File: src/rtl/sprite_cell_clip_and_queue_core_macros.svh
// Assertion macros for the sprite cell clip and queue core.
// Included by the top level; expects clock and reset in scope.
`ifndef SPRITE_CELL_CLIP_AND_QUEUE_CORE_MACROS_SVH
`define SPRITE_CELL_CLIP_AND_QUEUE_CORE_MACROS_SVH

// Consequent checked in the same cycle.
`define SCQ_ASSERT_NOW(label, ante, cons, msg) \
   label: assert property (@(posedge clock) disable iff (reset) (ante) |-> (cons)) \
      else $error(msg);

// Consequent checked in the next cycle.
`define SCQ_ASSERT_NEXT(label, ante, cons, msg) \
   label: assert property (@(posedge clock) disable iff (reset) (ante) |=> (cons)) \
      else $error(msg);

`endif

File: src/rtl/scq_pkg.sv
// Shared types and constants for the sprite cell clip and queue core.
// No dependencies.
package scq_pkg;

   localparam int POS_W       = 16;
   localparam int ATTR_W      = 16;
   localparam int PRIO_W      = 2;
   localparam int SLOT_W      = 7;
   localparam int SCREEN_W    = 9;
   localparam int DEPTH_W     = 7;
   localparam int CSR_ADDR_W  = 1;
   localparam int REQ_TDATA_W = 104;
   localparam int RSP_TDATA_W = 56;

   localparam int QUEUE_DEPTH_DEFAULT = 128;

   localparam logic signed [POS_W-1:0] X_LIMIT    = 16'sd256;
   localparam logic signed [POS_W-1:0] Y_LIMIT    = 16'sd224;
   localparam logic signed [POS_W-1:0] SMALL_LOW  = -16'sd16;
   localparam logic signed [POS_W-1:0] LARGE_LOW  = -16'sd32;
   localparam logic [POS_W-1:0]        DEPTH_BIAS = 16'd16;
   localparam logic [DEPTH_W-1:0]      DEPTH_MAX  = 7'd127;
   localparam logic [ATTR_W-1:0]       ATTR_KEEP  = 16'hcfff;
   localparam int                      PRIO_LSB   = 12;

   typedef enum logic [0:0] {
      OP_CELL  = 1'b0,
      OP_CLEAR = 1'b1
   } opcode_type;

   typedef enum logic [CSR_ADDR_W-1:0] {
      REG_SCROLL_X = 1'b0,
      REG_SCROLL_Y = 1'b1
   } csr_reg_type;

   // Input transaction payload, first field in the highest bits.
   typedef struct packed {
      logic [PRIO_W-1:0]       priority_req;
      logic [ATTR_W-1:0]       cell_attr;
      logic                    cell_large;
      logic signed [POS_W-1:0] cell_offset_y;
      logic signed [POS_W-1:0] cell_offset_x;
      logic signed [POS_W-1:0] object_z;
      logic signed [POS_W-1:0] object_y;
      logic signed [POS_W-1:0] object_x;
   } req_item_type;

   // Result transaction payload, first field in the highest bits.
   typedef struct packed {
      logic [DEPTH_W-1:0]         depth;
      logic [ATTR_W-1:0]          tile_attr;
      logic                       size_large;
      logic                       x_negative;
      logic signed [SCREEN_W-1:0] screen_y;
      logic signed [SCREEN_W-1:0] screen_x;
      logic [SLOT_W-1:0]          slot;
   } rsp_item_type;

   // Geometry result handed from the calculator to the top level.
   typedef struct packed {
      logic         visible;
      rsp_item_type item;
   } calc_result_type;

endpackage

File: src/rtl/sprite_cell_clip_and_queue_core.sv
// Path: a req_ transaction accepted into the input register passes the combinational
//   compute stage, a few 16-bit adds and compares, into the result register, which
//   drives rsp_tvalid; clear, culled and full-queue cells produce no rsp_ transaction.
// Throughput: one req_ transaction per cycle unless a result waits for room in the
//   result register.
// Reset: synchronous, active high; clears pipeline valids, queue count and both
//   scroll registers. Payload registers are not reset.
`include "sprite_cell_clip_and_queue_core_macros.svh"

module sprite_cell_clip_and_queue_core #(
   parameter int QUEUE_DEPTH = scq_pkg::QUEUE_DEPTH_DEFAULT
) (
   input  logic                              clock,
   input  logic                              reset,
   // Configuration write port
   input  logic                              csr_we,
   input  logic [scq_pkg::CSR_ADDR_W-1:0]    csr_addr,
   input  logic [scq_pkg::POS_W-1:0]         csr_wdata,
   // Request channel
   input  logic                              req_tvalid,
   output logic                              req_tready,
   // object_x, object_y, object_z, cell_offset_x, cell_offset_y, cell_large,
   // cell_attr, priority_req (lowest bit up), zero pad
   input  logic [scq_pkg::REQ_TDATA_W-1:0]   req_tdata,
   // opcode
   input  logic                              req_tuser,
   // Response channel
   output logic                              rsp_tvalid,
   input  logic                              rsp_tready,
   // slot, screen_x, screen_y, x_negative, size_large, tile_attr, depth
   // (lowest bit up), zero pad
   output logic [scq_pkg::RSP_TDATA_W-1:0]   rsp_tdata
);
   import scq_pkg::*;

   localparam int CNT_W = $clog2(QUEUE_DEPTH + 1);

   // Configuration registers
   logic signed [POS_W-1:0] scroll_x_ff, scroll_x_in;
   logic signed [POS_W-1:0] scroll_y_ff, scroll_y_in;

   // Input stage
   logic         s1_valid_ff, s1_valid_in;
   opcode_type   s1_op_ff, s1_op_in;
   req_item_type s1_item_ff, s1_item_in;

   // Queue count
   logic [CNT_W-1:0] count_ff, count_in;

   calc_result_type calc;
   rsp_item_type    load_item;
   rsp_item_type    rsp_item;
   logic            not_full;
   logic            hit;
   logic            s1_move;
   logic            load;
   logic            out_free;

   scq_calc u_calc (
      .item     (s1_item_ff),
      .scroll_x (scroll_x_ff),
      .scroll_y (scroll_y_ff),
      .result   (calc)
   );

   scq_out_reg u_out (
      .clock      (clock),
      .reset      (reset),
      .load       (load),
      .load_item  (load_item),
      .rsp_tready (rsp_tready),
      .rsp_tvalid (rsp_tvalid),
      .rsp_item   (rsp_item),
      .free       (out_free)
   );

   // CSR writes; user must write only when idle so compute stays stable; unchecked.
   always_comb begin
      scroll_x_in = scroll_x_ff;
      scroll_y_in = scroll_y_ff;
      if (csr_we) begin
         case (csr_reg_type'(csr_addr))
            REG_SCROLL_X: scroll_x_in = csr_wdata;
            REG_SCROLL_Y: scroll_y_in = csr_wdata;
            default: ;
         endcase
      end
   end

   // Stage control: a transaction with no result leaves the input stage at once;
   // one with a result waits for room in the result register.
   always_comb begin
      not_full  = count_ff < CNT_W'(QUEUE_DEPTH);
      hit       = (s1_op_ff == OP_CELL) && not_full && calc.visible;
      s1_move   = s1_valid_ff && (!hit || out_free);
      load      = s1_move && hit;
      req_tready = !s1_valid_ff || s1_move;

      s1_valid_in = req_tready ? req_tvalid : s1_valid_ff;
      s1_op_in    = req_tready ? opcode_type'(req_tuser) : s1_op_ff;
      s1_item_in  = req_tready ? req_item_type'(req_tdata[$bits(req_item_type)-1:0])
                               : s1_item_ff;

      count_in = count_ff;
      if (s1_move && (s1_op_ff == OP_CLEAR)) begin
         count_in = '0;
      end else if (load) begin
         count_in = count_ff + CNT_W'(1);
      end

      load_item      = calc.item;
      load_item.slot = SLOT_W'(count_ff);
   end

   always_ff @(posedge clock) begin
      if (reset) begin
         scroll_x_ff <= '0;
         scroll_y_ff <= '0;
         s1_valid_ff <= 1'b0;
         count_ff    <= '0;
      end else begin
         scroll_x_ff <= scroll_x_in;
         scroll_y_ff <= scroll_y_in;
         s1_valid_ff <= s1_valid_in;
         count_ff    <= count_in;
      end
   end

   always_ff @(posedge clock) begin
      s1_op_ff   <= s1_op_in;
      s1_item_ff <= s1_item_in;
   end

   assign rsp_tdata = RSP_TDATA_W'(rsp_item);

   // Every queued sprite advances the count by exactly one.
   `SCQ_ASSERT_NEXT(a_count_step, load, count_ff == $past(count_ff) + CNT_W'(1), "count step")
   // A clear transaction empties the queue count.
   `SCQ_ASSERT_NEXT(a_clear, s1_move && (s1_op_ff == OP_CLEAR), count_ff == '0, "clear")
   // A loaded result carries the slot of the count it consumed.
   `SCQ_ASSERT_NEXT(a_slot, load, rsp_item.slot == SLOT_W'($past(count_ff)), "slot mismatch")
   // The queue count never passes its depth.
   `SCQ_ASSERT_NOW(a_bound, 1'b1, count_ff <= CNT_W'(QUEUE_DEPTH), "count overflow")

endmodule

File: src/rtl/scq_calc.sv
// Combinational cell geometry: screen position, window cull, depth, attribute.
// Depends on scq_pkg. Slot field is left zero; the top level fills it.
module scq_calc (
   input  scq_pkg::req_item_type           item,
   input  logic signed [scq_pkg::POS_W-1:0] scroll_x,
   input  logic signed [scq_pkg::POS_W-1:0] scroll_y,
   output scq_pkg::calc_result_type        result
);
   import scq_pkg::*;

   logic signed [POS_W-1:0] sx;
   logic signed [POS_W-1:0] sy;
   logic signed [POS_W-1:0] low;
   logic [POS_W-1:0]        raw;
   logic                    raw_pos;
   logic [DEPTH_W-1:0]      depth;

   always_comb begin
      sx  = item.object_x + item.cell_offset_x - scroll_x;
      sy  = item.object_y + item.cell_offset_y - item.object_z - scroll_y;
      low = item.cell_large ? LARGE_LOW : SMALL_LOW;

      // depth = clamp((oy + 16 - scroll_y) >> 1, 0, 127)
      raw     = item.object_y + DEPTH_BIAS - scroll_y;
      raw_pos = !raw[POS_W-1] && (raw != '0);
      if (!raw_pos) begin
         depth = '0;
      end else if (|raw[POS_W-2:DEPTH_W+1]) begin
         depth = DEPTH_MAX;
      end else begin
         depth = raw[DEPTH_W:1];
      end

      result.visible = (sx > low) && (sx < X_LIMIT) && (sy > low) && (sy < Y_LIMIT);
      result.item.slot       = '0;
      result.item.screen_x   = sx[SCREEN_W-1:0];
      result.item.screen_y   = sy[SCREEN_W-1:0];
      result.item.x_negative = sx[POS_W-1];
      result.item.size_large = item.cell_large;
      result.item.tile_attr  = (item.cell_attr & ATTR_KEEP)
                             | (ATTR_W'(item.priority_req) << PRIO_LSB);
      result.item.depth      = depth;
   end

endmodule

File: src/rtl/scq_out_reg.sv
// Result register stage with valid flag for the rsp_ channel.
// Depends on scq_pkg.
module scq_out_reg (
   input  logic                  clock,
   input  logic                  reset,
   input  logic                  load,
   input  scq_pkg::rsp_item_type load_item,
   input  logic                  rsp_tready,
   output logic                  rsp_tvalid,
   output scq_pkg::rsp_item_type rsp_item,
   output logic                  free
);
   import scq_pkg::*;

   logic         valid_ff;
   logic         valid_in;
   rsp_item_type item_ff;
   rsp_item_type item_in;

   always_comb begin
      free     = !valid_ff || rsp_tready;
      valid_in = load ? 1'b1 : (valid_ff && !rsp_tready);
      item_in  = load ? load_item : item_ff;
   end

   always_ff @(posedge clock) begin
      if (reset) begin
         valid_ff <= 1'b0;
      end else begin
         valid_ff <= valid_in;
      end
   end

   always_ff @(posedge clock) begin
      item_ff <= item_in;
   end

   assign rsp_tvalid = valid_ff;
   assign rsp_item   = item_ff;

endmodule

File: config.mk
export PLATFORM = sky130hd
export DESIGN_NAME = sprite_cell_clip_and_queue_core
export DESIGN_NICKNAME = d
export VERILOG_FILES = /design/src/rtl/scq_pkg.sv /design/src/rtl/sprite_cell_clip_and_queue_core.sv /design/src/rtl/scq_calc.sv /design/src/rtl/scq_out_reg.sv
export VERILOG_INCLUDE_DIRS = /design/src /design/src/rtl
export SDC_FILE = /design/constraint.sdc
export NUM_CORES = 1
export LEC_CHECK = 0
export ABC_AREA = 0
export ABC_CLOCK_PERIOD_IN_PS = 7900
export BUFFER_PORTS_ARGS = -buffer_cell sky130_fd_sc_hd__buf_2
export CAP_MARGIN = 5
export CORE_ASPECT_RATIO = 0.6
export CORE_MARGIN = 1.5
export CORE_UTILIZATION = 50
export DETAILED_ROUTE_END_ITERATION = 6
export PLACE_DENSITY_LB_ADDON = 0.12
export SYNTH_ARGS = -nofsm -noshare
export SYNTH_HDL_FRONTEND = slang
export SYNTH_SLANG_ARGS = --single-unit
File: constraint.sdc
create_clock -name clock -period 7.9 [get_ports clock]
set_input_delay 1.58 -clock clock [delete_from_list [all_inputs] [get_ports clock]]
set_output_delay 1.58 -clock clock [all_outputs]
set_load 0.01 [all_outputs]
# Word level (Yosys, flattened, before mapping)
# Cells that the tools add are included.
[totals] ff_bits=192 out_inout_bits=58
[classes] addsub=8 order_cmp=5 n_mux=3 n_bitwise=3 n_reduce_logical=23
[op_table] operator="16-bit subtractor" n=4
[op_table] operator="16-bit adder" n=2
[op_table] operator="16-bit greater-than comparator" n=2
[op_table] operator="16-bit by 5-bit adder with 16-bit output (second input constant)" n=1
[op_table] operator="16-bit by 10-bit less-than comparator with 1-bit output (second input constant)" n=1
[op_table] operator="16-bit by 9-bit less-than comparator with 1-bit output (second input constant)" n=1
[op_table] operator="16-bit by 14-bit bitwise OR with 16-bit output" n=1
[op_table] operator="16-bit nonzero test" n=1
[op_table] operator="1-bit logical AND" n=10
[op_table] operator="8-bit by 1-bit adder with 8-bit output (second input constant)" n=1
[op_table] operator="8-bit less-than comparator (second input constant)" n=1
[op_table] operator="7-bit two-way mux" n=1
[op_table] operator="7-bit OR reduction" n=1
[op_table] operator="1-bit zero test" n=5
[op_table] operator="5-bit two-way mux" n=1
[op_table] operator="2-bit AND reduction" n=2
[op_table] operator="1-bit logical OR" n=3
[op_table] operator="1-bit NOT" n=2
[op_table] operator="2-bit OR reduction" n=1
[op_table] operator="1-bit two-way mux" n=1

# Depth between registers and ports, before layout
[logic_depth] ltp_word=12 ltp_mapped=21 depth_no_buf=21

# Hierarchy
# A second synthesis with hierarchy kept.
[unflattened] hier_cells=914 area_unflattened_um2=10458.8
[modules_own_cells] mod="sprite_cell_clip_and_queue_core" n_inst=1 cells_per_inst=299 area_per_inst_um2=4604.4 seq_area_each_um2=3823.7
[modules_own_cells] mod="scq_calc" n_inst=1 cells_per_inst=561 area_per_inst_um2=4306.6 seq_area_each_um2=0.0
[modules_own_cells] mod="scq_out_reg" n_inst=1 cells_per_inst=54 area_per_inst_um2=1547.7 seq_area_each_um2=1521.5

# Worst setup path after synthesis
# OpenSTA, ideal clock, no wires.
[synth_timing] path_kind="register to output" startpoint="register scroll_y_ff[0]" endpoint="output req_tready" t_arrival_ns=6.389 slack_ns=-0.069 stages_incl_launch_ff=21 n_path_buf=0 cell_sequence="dfxtp_1 > inv_1 > fa_1 > inv_1 > fa_1 > inv_1 > ha_1 > fa_1 > a21oi_1 > nor2b_1 > nor2_1 > xor2_1 > ha_1 > nor4b_1 > o211ai_1 > nand4b_1 > mux2_2 > nor4b_1 > nand4_1 > o31ai_1 > nand3_1"
[synth_via] elab_chain_len=9 word_cells_on_any_way=10
[synth_lines] element="start: declaration" line_no="sprite_cell_clip_and_queue_core.sv:40" rtl="logic signed [POS_W-1:0] scroll_y_ff, scroll_y_in;"
[synth_lines] element="start signal: assignment" line_no="sprite_cell_clip_and_queue_core.sv:123" rtl="scroll_y_ff <= scroll_y_in;"
[synth_lines] element="16-bit subtractor (*)" line_no="scq_calc.sv:20" rtl="sy = item.object_y + item.cell_offset_y - item.object_z - scroll_y;"
[synth_lines] element="16-bit greater-than comparator" line_no="scq_calc.sv:34" rtl="result.visible = (sx > low) && (sx < X_LIMIT) && (sy > low) && (sy < Y_LIMIT);"
[synth_lines] element="1-bit logical AND" line_no="scq_calc.sv:34"
[synth_lines] element="1-bit logical AND (*)" line_no="scq_calc.sv:34"
[synth_lines] element="1-bit logical AND (*)" line_no="sprite_cell_clip_and_queue_core.sv:94" rtl="hit = (s1_op_ff == OP_CELL) && not_full && calc.visible;"
[synth_lines] element="1-bit zero test (*)" line_no="sprite_cell_clip_and_queue_core.sv:95" rtl="s1_move = s1_valid_ff && (!hit || out_free);"
[synth_lines] element="1-bit logical OR (*)" line_no="sprite_cell_clip_and_queue_core.sv:95"
[synth_lines] element="1-bit logical AND (*)" line_no="sprite_cell_clip_and_queue_core.sv:95"
[synth_lines] element="1-bit logical OR (*)" line_no="sprite_cell_clip_and_queue_core.sv:97" rtl="req_tready = !s1_valid_ff || s1_move;"
[synth_lines] element="end: declaration" line_no="sprite_cell_clip_and_queue_core.sv:21" rtl="output logic req_tready,"
# Mark *: on every way between the ends. The rest lies on a longest branch, timed or not.

# Final worst setup path
# Same ends and word-level chain as after synthesis.

==> metrics.txt <==
status=finished, final reports clean; Hold Crit Class=reg2reg; IO Port Bufs=171; Synth Area in XOR/XNOR=0.0253; DR vias/cell=5.25; final WL=roughly 23000 µm; DRT antenna net count=0; CP cell instances=inv_1 > fa_1 > inv_1 > fa_1 > inv_1 > ha_1 > fa_1 > a21oi_1 > nor2b_1 > nor2_1 > xor2_1 > ha_1 > nor4bb_1 > o2111ai_1 > nand4b_1 > mux2_2 > nor4b_1 > nand4_1 > o31ai_1 > nand3_4 > buf_2; routed via count=~7400; root buf cell=clkbuf_16; CTS tree=yes; Post-Synth Adder-Cell Area=0.162; critical path type=reg2out; worst skew pair latency=440 ps; unrepaired setup endpoints after global routing=no; Mean Syn Cell Area=between 10 and 15 µm²; slew at the pin closest to its max-slew limit=812 ps; Die W=191 µm; post-synthesis cell count=946; Worst slew margin=0.459; Final nets=1357; hpwl dp=17700 µm; Setup Fix Bufs, Post-CTS=0; # setup viols final=0; area of the multi-input gates=roughly 4600 µm²; layout cell share with drive strength beyond 1=0.203; CP max FO=5; setup TNS=0 ps; CTS H-Tree Depth=4; synth warn=0; Clock Sinks=190; final non-filler cell total=1412; switching share of total power=0.317; gr usage total=0.215; Max Root-Sink Buffers=2; Remaining Overflow, GRT=0; 1st-pass router iterations=5; sequential fraction of the synthesis area=0.499; Period Utilization, post-route=0.897; crit end category=primary output; Comb pwr share=0.304; filler cell count=1779; CP max stage cell=fa_1; GPL Wtd Cong=0.860; number of global-route vias before repair=approximately 6600; asr flop ratio synth=0; fraction of the mapped netlist area in simple logic gates=0.109; endpoints failing hold=0; maximum VDD drop=157 µV; Switching Power=911 µW; fmax=roughly 0.14 GHz; Initial DRC Count=505; Tmin final=7080 ps; EDFF count, synth=148; antenna violations before repair=2; pin count of the biggest net entering global routing=55; Power Internal=just under 2 mW; clk_skew=9.37 ps; core area=20900 µm²; CP Data Arrival Time=5500 ps; MaxCap Viol Count=0; compound-gate portion of the synthesized area=0.126; Routed WL per cell=16.3 µm; n_diodes=0; Initial Utilization=0.508; first-pass GRT wire length=35400 µm; pwr dens=233 nW/µm²; CP max stage delay=530 ps; post-synthesis register bit count=190; Hold-fix buffers, CTS=0; Netlist cell types=75; number of placed instances, taps included=1380; Final Max Slew Viols=0; row count=41; die area=22100 µm²; Top FF cell, synth=edfxtp_1; sequential share of power=0.399; post-synthesis mux area share=0.00874; CTS buffer count=17; Reg area=5290 µm²; Area Overhead vs Synth=16.3%; Pleak=around 5.3 nW; post-cts sizing count=0; hold_ws=420 ps; Syn Std Cell Area=10600 µm²; largest family of logic cells by synthesized area=adder cells; drc violations=0; clock share of power=0.297; CTS clock-pin slew for the worst setup and hold paths=approximately 70 ps; Worst setup SP type=flip-flop; die height=116 µm; worst endpoint required time=6320 ps; I/O pins=185
## path summary, 6_finish.rpt
path	startpoint	endpoint	slack [ps]	depth (start not counted)
worst min-delay path	s1_item_ff[96]$_DFFE_PP_	u_out.rsp_item[42]$_DFFE_PP_	420	0
worst min register to register	s1_item_ff[96]$_DFFE_PP_	u_out.rsp_item[42]$_DFFE_PP_	420	0
worst max register to register	scroll_y_ff[0]$_SDFFE_PP0P_	u_out.rsp_item[10]$_DFFE_PP_	1680	21
worst max-delay path	scroll_y_ff[0]$_SDFFE_PP0P_	req_tready	820	21
## metal layers
metal | vias up | GRT usage | share of wire
li1 | 3662 | - | -
met1 | 3501 | 0.354 | 0.54
met2 | 223 | 0.275 | 0.39
met3 | 16 | 0.0527 | 0.066
met4 | 4 | 0.0493 | 0.0072
met5 | - | 0 | 0.00091
## sequential cells by signal (all words and copies together), names as in the netlist
register,cells
s1_item_ff,97
u_out.rsp_item,50
scroll_x_ff,16
scroll_y_ff,16
count_ff,8
s1_op_ff,1
s1_valid_ff,1
u_out.rsp_tvalid,1
## layout by cell type (no fill, tap or decap), types with 5 or more instances in the layout
cell | Yosys | routed
xor2_1 | 5 | 5
or2_2 | 5 | 5
a2111oi_0 | 7 | 7
and2_1 | 10 | 9
fa_1 | 46 | 46
o21ai_0 | 12 | 12
o211ai_1 | 6 | 6
nor3_1 | 13 | 13
nor2b_1 | 6 | 6
buf_2 | 2 | 171
buf_4 | 6 | 6
clkbuf_16 | 0 | 17
dfxtp_1 | 42 | 42
inv_1 | 157 | 157
a211oi_1 | 8 | 8
and3_1 | 8 | 8
nor4b_1 | 5 | 5
edfxtp_1 | 148 | 148
nor4_1 | 5 | 5
xnor2_1 | 23 | 23
o2111ai_1 | 5 | 5
a31oi_1 | 13 | 13
nand3_1 | 21 | 20
nand4_1 | 8 | 8
a21o_1 | 10 | 10
nand2_1 | 88 | 88
a211o_1 | 5 | 5
a21boi_0 | 7 | 7
mux2i_1 | 7 | 7
nand2b_1 | 10 | 10
nor2_1 | 35 | 35
ha_1 | 64 | 64
o21a_1 | 6 | 6
a21oi_1 | 69 | 69
conb_1 | 1 | 6
## cells in the mapped netlist, types with 12 or more instances
cell type	n	area (µm²)
dfxtp_1	42	841
fa_1	46	921
a31oi_1	13	81.3
nor2_1	35	131
nand2_1	88	330
o21ai_0	12	60.1
ha_1	64	801
edfxtp_1	148	4440
a21oi_1	69	345
inv_1	157	589
nor3_1	13	65.1
nand3_1	21	105
clkbuf_1	17	63.8
xnor2_1	23	201
## worst max-delay path: cells and delay by family (launching register included)
family                   cells  cell delay (ps)
multiplexers                 1              300
AO/OA/AOI/OAI                3              580
adder cells (fa/ha/maj)      5             1900
AND/OR/NAND/NOR              7             1210
buffers and inverters        4              390
XOR/XNOR                     1              230
flip-flops                   1              420
## power groups by stage
| stage | Combinational, mW | Clock [mW] | Sequential [mW] |
|---|---|---|---|
| floorplan | 0.646 | 0 | 1.16 |
| global placement | 0.839 | 0 | 1.17 |
| detailed placement | 0.851 | 0 | 1.17 |
| CTS | 0.856 | 0.874 | 1.15 |
| global route | 0.973 | 0.916 | 1.15 |
| finish | 0.873 | 0.855 | 1.15 |
## stage by stage
| stage | instance area (µm²) | setup WS, ps | power, mW | utilization |
|---|---|---|---|---|
| floorplan | 10600 | 836 | 1.81 | - |
| CTS | 12300 | 784 | 2.88 | 0.590 |
| detailed placement | 11700 | 1280 | 2.02 | 0.562 |
| global route | 12300 | 427 | 3.04 | 0.590 |
| finish | 12300 | 817 | 2.87 | 0.590 |
| global placement | 11700 | 1360 | 2.01 | 0.562 |
## final cells by class
cell class / instances / share of cell area
tap: 279 / 0.0283
timing repair buffer: 177 / 0.0731
clock inverter: 13 / 0.0114
inverter: 157 / 0.0478
clock buffer: 19 / 0.0359
sequential: 190 / 0.429
multi-input combinational: 577 / 0.374
## kinds of logic (layout without fill, tap and decap cells)
| kind of cell | count (synthesis) | after routing |
|---|---|---|
| flops | 190 | 190 |
| xor+xnor | 29 | 29 |
| mux | 9 | 9 |
| fa+ha+maj | 110 | 110 |
| simple gates | 232 | 232 |
| other cells | 1 | 6 |
| compound gates | 191 | 191 |
| buf+inv | 184 | 366 |
(Power assumes the default switching activity.)
